==> src/rtl/cell_binning_center_of_mass_top_macros.svh <==
// Assertion macros used by the cell binning center-of-mass top level.
// Depends on nothing; the including module provides clk_i and rst_ni.
`ifndef CELL_BINNING_CENTER_OF_MASS_TOP_MACROS_SVH
`define CELL_BINNING_CENTER_OF_MASS_TOP_MACROS_SVH

// Checked on every rising edge outside of reset.
`define CBCOM_ASSERT(name, prop, msg) \
  name: assert property (@(posedge clk_i) disable iff (!rst_ni) prop) else $error(msg);

// Checked on every rising edge, reset included.
`define CBCOM_ASSERT_ALWAYS(name, prop, msg) \
  name: assert property (@(posedge clk_i) prop) else $error(msg);

`endif

==> src/rtl/cbcom_pkg.sv <==
// Types and constants of the cell binning center-of-mass block.
// Used by the top level and the divider; depends on nothing.
package cbcom_pkg;

  localparam int unsigned POS_W   = 16;
  localparam int unsigned MASS_W  = 32;
  localparam int unsigned WSUM_W  = 48;
  localparam int unsigned CEN_W   = 16;
  localparam int unsigned CFG_W   = 5;
  localparam int unsigned IDX_W   = 8;
  localparam logic [CFG_W-1:0] CFG_RESET = 5'd4;

  localparam logic [1:0] OP_ADD   = 2'd0;
  localparam logic [1:0] OP_READ  = 2'd1;
  localparam logic [1:0] OP_CLEAR = 2'd2;

  typedef struct packed {
    logic [1:0]       opcode;
    logic [POS_W-1:0] pos_x;
    logic [POS_W-1:0] pos_y;
    logic [15:0]      mass;
    logic [IDX_W-1:0] cell_select;
  } in_item_t;

  typedef struct packed {
    logic [IDX_W-1:0]  cell_index;
    logic [MASS_W-1:0] cell_mass;
    logic [CEN_W-1:0]  center_x;
    logic [CEN_W-1:0]  center_y;
    logic              cell_empty;
    logic              overflow;
  } out_item_t;

  // One memory word per cell.
  typedef struct packed {
    logic [MASS_W-1:0] mass;
    logic [WSUM_W-1:0] wx;
    logic [WSUM_W-1:0] wy;
  } cell_entry_t;

endpackage

==> src/rtl/cbcom_div.sv <==
// Radix-2 restoring divider: 48-bit dividend over 32-bit divisor, 16-bit
// clamped quotient and 32-bit remainder. Depends on cbcom_pkg.
module cbcom_div (
  input  logic                         clk_i,
  input  logic                         rst_ni,
  input  logic                         start_i,
  input  logic [cbcom_pkg::WSUM_W-1:0] num_i,
  input  logic [cbcom_pkg::MASS_W-1:0] den_i,
  output logic                         busy_o,
  output logic                         done_o,
  output logic [cbcom_pkg::CEN_W-1:0]  quo_o,
  output logic [cbcom_pkg::MASS_W-1:0] rem_o
);
  import cbcom_pkg::*;

  localparam int unsigned CW = $clog2(CEN_W + 1);

  logic [MASS_W-1:0] rem_q, rem_d, den_q;
  logic [CEN_W-1:0]  lo_q, quo_q;
  logic [CW-1:0]     cnt_q;
  logic              busy_q, done_q;
  logic [MASS_W:0]   trial;
  logic              ge;

  // When the upper dividend bits already reach the divisor the quotient
  // does not fit and is clamped to all ones.
  always_comb begin
    trial = {rem_q, lo_q[CEN_W-1]};
    ge    = trial >= {1'b0, den_q};
    rem_d = ge ? MASS_W'(trial - {1'b0, den_q}) : trial[MASS_W-1:0];
  end

  always_ff @(posedge clk_i or negedge rst_ni) begin
    if (!rst_ni) begin
      busy_q <= 1'b0;
      done_q <= 1'b0;
      cnt_q  <= '0;
    end else begin
      done_q <= 1'b0;
      if (start_i) begin
        den_q <= den_i;
        if (num_i[WSUM_W-1:CEN_W] >= den_i) begin
          quo_q  <= '1;
          rem_q  <= '0;
          done_q <= 1'b1;
          busy_q <= 1'b0;
        end else begin
          rem_q  <= num_i[WSUM_W-1:CEN_W];
          lo_q   <= num_i[CEN_W-1:0];
          cnt_q  <= CW'(CEN_W);
          busy_q <= 1'b1;
        end
      end else if (busy_q) begin
        rem_q <= rem_d;
        lo_q  <= {lo_q[CEN_W-2:0], 1'b0};
        quo_q <= {quo_q[CEN_W-2:0], ge};
        cnt_q <= cnt_q - 1'b1;
        if (cnt_q == CW'(1)) begin
          busy_q <= 1'b0;
          done_q <= 1'b1;
        end
      end
    end
  end

  assign busy_o = busy_q;
  assign done_o = done_q;
  assign quo_o  = quo_q;
  assign rem_o  = rem_q;

endmodule

==> config.mk <==
export PLATFORM = sky130hd
export DESIGN_NAME = cbcom_div
export DESIGN_NICKNAME = d
export VERILOG_FILES = /design/src/rtl/cell_binning_center_of_mass_top_macros.svh /design/src/rtl/cbcom_pkg.sv /design/src/rtl/cbcom_div.sv
export SDC_FILE = /design/constraint.sdc
export NUM_CORES = 1
export LEC_CHECK = 0
export ABC_CLOCK_PERIOD_IN_PS = 3700
export BUFFER_PORTS_ARGS = -buffer_cell sky130_fd_sc_hd__buf_4
export CORE_ASPECT_RATIO = 0.8
export CORE_MARGIN = 4
export CORE_UTILIZATION = 55
export DETAILED_ROUTE_END_ITERATION = 10
export GPL_TIMING_DRIVEN = 0
export PLACE_DENSITY = 0.81
export SLEW_MARGIN = 20
export SYNTH_ARGS = -nofsm -noshare
export SYNTH_HDL_FRONTEND = slang
export SYNTH_SLANG_ARGS = --single-unit
==> constraint.sdc <==
create_clock -name clk_i -period 3.7 [get_ports clk_i]
set_input_delay 0.925 -clock clk_i [delete_from_list [all_inputs] [get_ports clk_i]]
set_output_delay 0.925 -clock clk_i [all_outputs]
set_load 0.01 [all_outputs]
==> results by group <==
Timing
  • Worst-Margin Slew: 0.786 ns
  • Slew Limit Fails: 0
  • Fmax: 286 MHz
  • Hold WS: 0.367 ns
  • Final worst slack: 0.199 ns
  • Final setup violation count: 0
  • Clock Skew: between 0.009 and 0.01 ns
  • RSZ-0062 raised after global routing: false
  • Tcrit/Tclk final: 0.946
  • Final hold violations: 0
  • Final min period: about 3.5 ns
  • Relative slew slack: 0.473

Die
  • Die width: 134 µm
  • Core Rows: 36
  • Die area: between 10000 and 15000 µm²
  • # IOs: 133
  • Starting density of the core: 0.570
  • Die Ht: between 100 and 150 µm
  • Core Area: about 12000 µm²

Power
  • Clock power share: 0.252
  • Pwr dens: 462 nW/µm²
  • Reg power frac: 0.384
  • Comb pwr share: 0.364
  • P_int: 2.64 mW
  • Sw power: 1.34 mW
  • Leak Pwr: between 3 and 4 nW
  • Switch share: 0.337
  • Worst vdd ir: 0.000273 V

Detailed routing
  • Final wirelength: 18.6 mm
  • First DRT Iteration DRCs: around 550
  • Via count: 5797
  • Antenna Nets Post-Route: 0
  • DRT Pass-1 Iters: 7
  • DRC: 0
  • Vias/cell: roughly 6
  • WL/cell: 18.7 µm

Final layout
  • Inserted Diodes: 0
  • Most common cell after layout, fill and taps aside: buf_4
  • Most frequent cells in the layout: buf_4, edfxtp_1, inv_1
  • Final net count: 967
  • P&R area growth vs syn: 22.4%
  • Layout cells sized above 1: 0.258
  • Post-route cell area: 8610 µm²

CTS
  • Cts bufs inserted: 9
  • Longest Clk Path Bufs: 2
  • Skew-Pair Late Insertion Delay: 0.36 ns
  • Root Buffer: clkbuf_16
  • Clock-pin slew on the worst setup and hold paths: 0.07 ns
  • CTS Sinks: 103
  • CTS tree: done
  • H-Tree Depth: 3

Synth
  • Post-synth EDFFs: 96
  • Mapped cell area: approximately 7000 µm²
  • Synth Register Bits: between 100 and 150
  • Sequential fraction of the synthesis area: 0.435
  • Mapped Cells: 673
  • Synth Net Count: 823
  • Synth Flop Type: edfxtp_1
  • Fraction of registers with async set/reset: 0.0680
  • Mean Syn Cell Area: 10.5 µm²
  • Netlist cell types: 70
  • Synth warnings: 0

Global route
  • Initial antenna violation count: 0
  • First-pass GRT wire length: a little under 30 mm
  • Total grt overflow: 0
  • Vias in the first global route: 5833
  • Largest net degree at the start of global routing: 23
  • Total GRT Usage: 0.254

Worst setup path
  • Critical R2R Capture: rem_o[30]
  • Crit. path cell count: 12
  • CP bufs+invs: 3
  • Max incr delay on CP: slightly below 0.4 ns
  • R2R Path Start: lo_q[15]
  • CP Cell Sequence: buf_4 -> ha_1 -> a21o_1 -> a21o_1 -> a21oi_1 -> nand2_1 -> a221o_1 -> a211oi_1 -> buf_2 -> clkbuf_2 -> a32oi_1 -> o21ai_1
  • CP endpoint: rem_o[23]
  • Most used cell, CP: a21o_1
  • Cell family with most CP delay: compound AO/OA/AOI/OAI gates
  • Reg2reg setup slack: 0.33 ns
  • Worst path slowest cell: a221o_1
  • CP arrival: about 3.7 ns
  • Crit end category: flop
  • CP Launch Type: input port
  • CP required: 3.92 ns
  • Setup Crit Path Kind: in2reg
  • Worst setup path startpoint: num_i[37]
  • Largest fanout on the critical path: 10
  • Worst R2R Path Depth: 12

Outcome
  • Status: completed

Placed design
  • Port bufs: 131
  • Dpl cell area: 8290 µm²
  • GPL Wtd Cong: 0.912
  • Pre-CTS setup slack: -0.411 ns
  • Post-DP HPWL: 14.8 mm

Worst hold path
  • Worst Hold Class: in2async

Flow run
  • MaxCap Viol Count: 0
-- cell families (layout without fill, tap and decap cells) --
group,count (synthesis),in the layout,share of synthesized area
and+or+nand+nor,168,168,0.128
buffers and inverters,99,248,0.0582
xor gates and xnor gates,27,27,0.0336
muxes,39,39,0.0582
AOI/OAI and AO/OA,170,170,0.167
adders and majority gates,67,67,0.120
DFF,103,103,0.435
-- worst reg2reg max path, stage by stage (launching register included) --
cell and delay (ns):
edfxtp_1 0.36, inv_1 0.09, ha_1 0.16, inv_1 0.06
fa_1 0.43, a211oi_1 0.38, o21ai_1 0.19, nand4_1 0.16
a21oi_1 0.13, a2111oi_2 0.58, or4_1 0.22, nand4b_1 0.11
a32o_1 0.26
-- synth_stat cells (all sizes together) (9+ instances only) --
cell    instances  share of area
o21ai          49          0.035
buf            17          0.014
clkbuf         10         0.0053
nand4          13          0.012
xor2           12          0.015
mux2i          24          0.034
a32oi           9          0.011
mux2           15          0.024
xnor2          15          0.019
nand2          51          0.027
nor2           17         0.0091
nand3          16          0.011
a21oi          40          0.029
inv            72          0.038
or2            16          0.014
ha             66           0.12
edfxtp         96           0.41
a21o           19          0.020
-- worst min-delay path by stage --
| stage | endpoint | slack [ns] | cells after the start |
|---|---|---|---|
| finish | busy_o | 0.37 | 1 |
| global route | done_o | 0.37 | 1 |
| CTS | done_o | 0.36 | 1 |
| detailed placement | quo_o[8] | 0.52 | 1 |
| global placement | cnt_q[0] | 0.52 | 1 |
| floorplan | cnt_q[0] | 0.50 | 1 |
-- area by class of cell --
| class | count | area (µm²) |
|---|---|---|
| clock inverter | 2 | 17.5 |
| inverter | 72 | 270 |
| multi-input combinational | 471 | 3570 |
| clock buffer | 14 | 297 |
| tap | 171 | 214 |
| fill | 955 | 3730 |
| sequential | 103 | 3060 |
| timing repair buffer | 133 | 1040 |
| buffer | 27 | 143 |
-- flip-flops by register name, summed over array words and instances, names as in the netlist --
| name | cells |
|---|---|
| lo_q | 16 |
| quo_o | 16 |
| den_q | 32 |
| cnt_q | 5 |
| done_o | 1 |
| busy_o | 1 |
| rem_o | 32 |
-- power groups by stage --
stage	Sequential, mW	Combinational [mW]	Clock [mW]
detailed placement	1.55	1.43	0
CTS	1.53	1.43	1.01
floorplan	1.56	0.943	0
global placement	1.55	1.37	0
global route	1.54	1.59	1.05
finish	1.53	1.45	1.00
-- per-stage QoR --
stage	utilization	power, mW	cells	setup TNS (ns)
after floorplan	-	2.50	673	0
after global placement	0.667	2.92	975	-28.31
after detailed placement	0.672	2.98	977	-16.96
after CTS	0.697	3.97	993	0
after global routing	0.698	4.18	993	0
final	0.698	3.98	993	0
-- metal layers --
layer  track usage  part of all wire
met2         0.401              0.45
met1         0.351              0.45
met5             0                 0
met3        0.0572             0.079
met4        0.0807             0.018
-- repair_timing --
item,4_1_cts,5_1_grt
endpoints found under the setup margin,0,43
gates resized for setup,0,6
setup buffers,0,0
hold buffers,0,0
endpoints found under the hold margin,0,0
(Power assumes the default switching activity.)
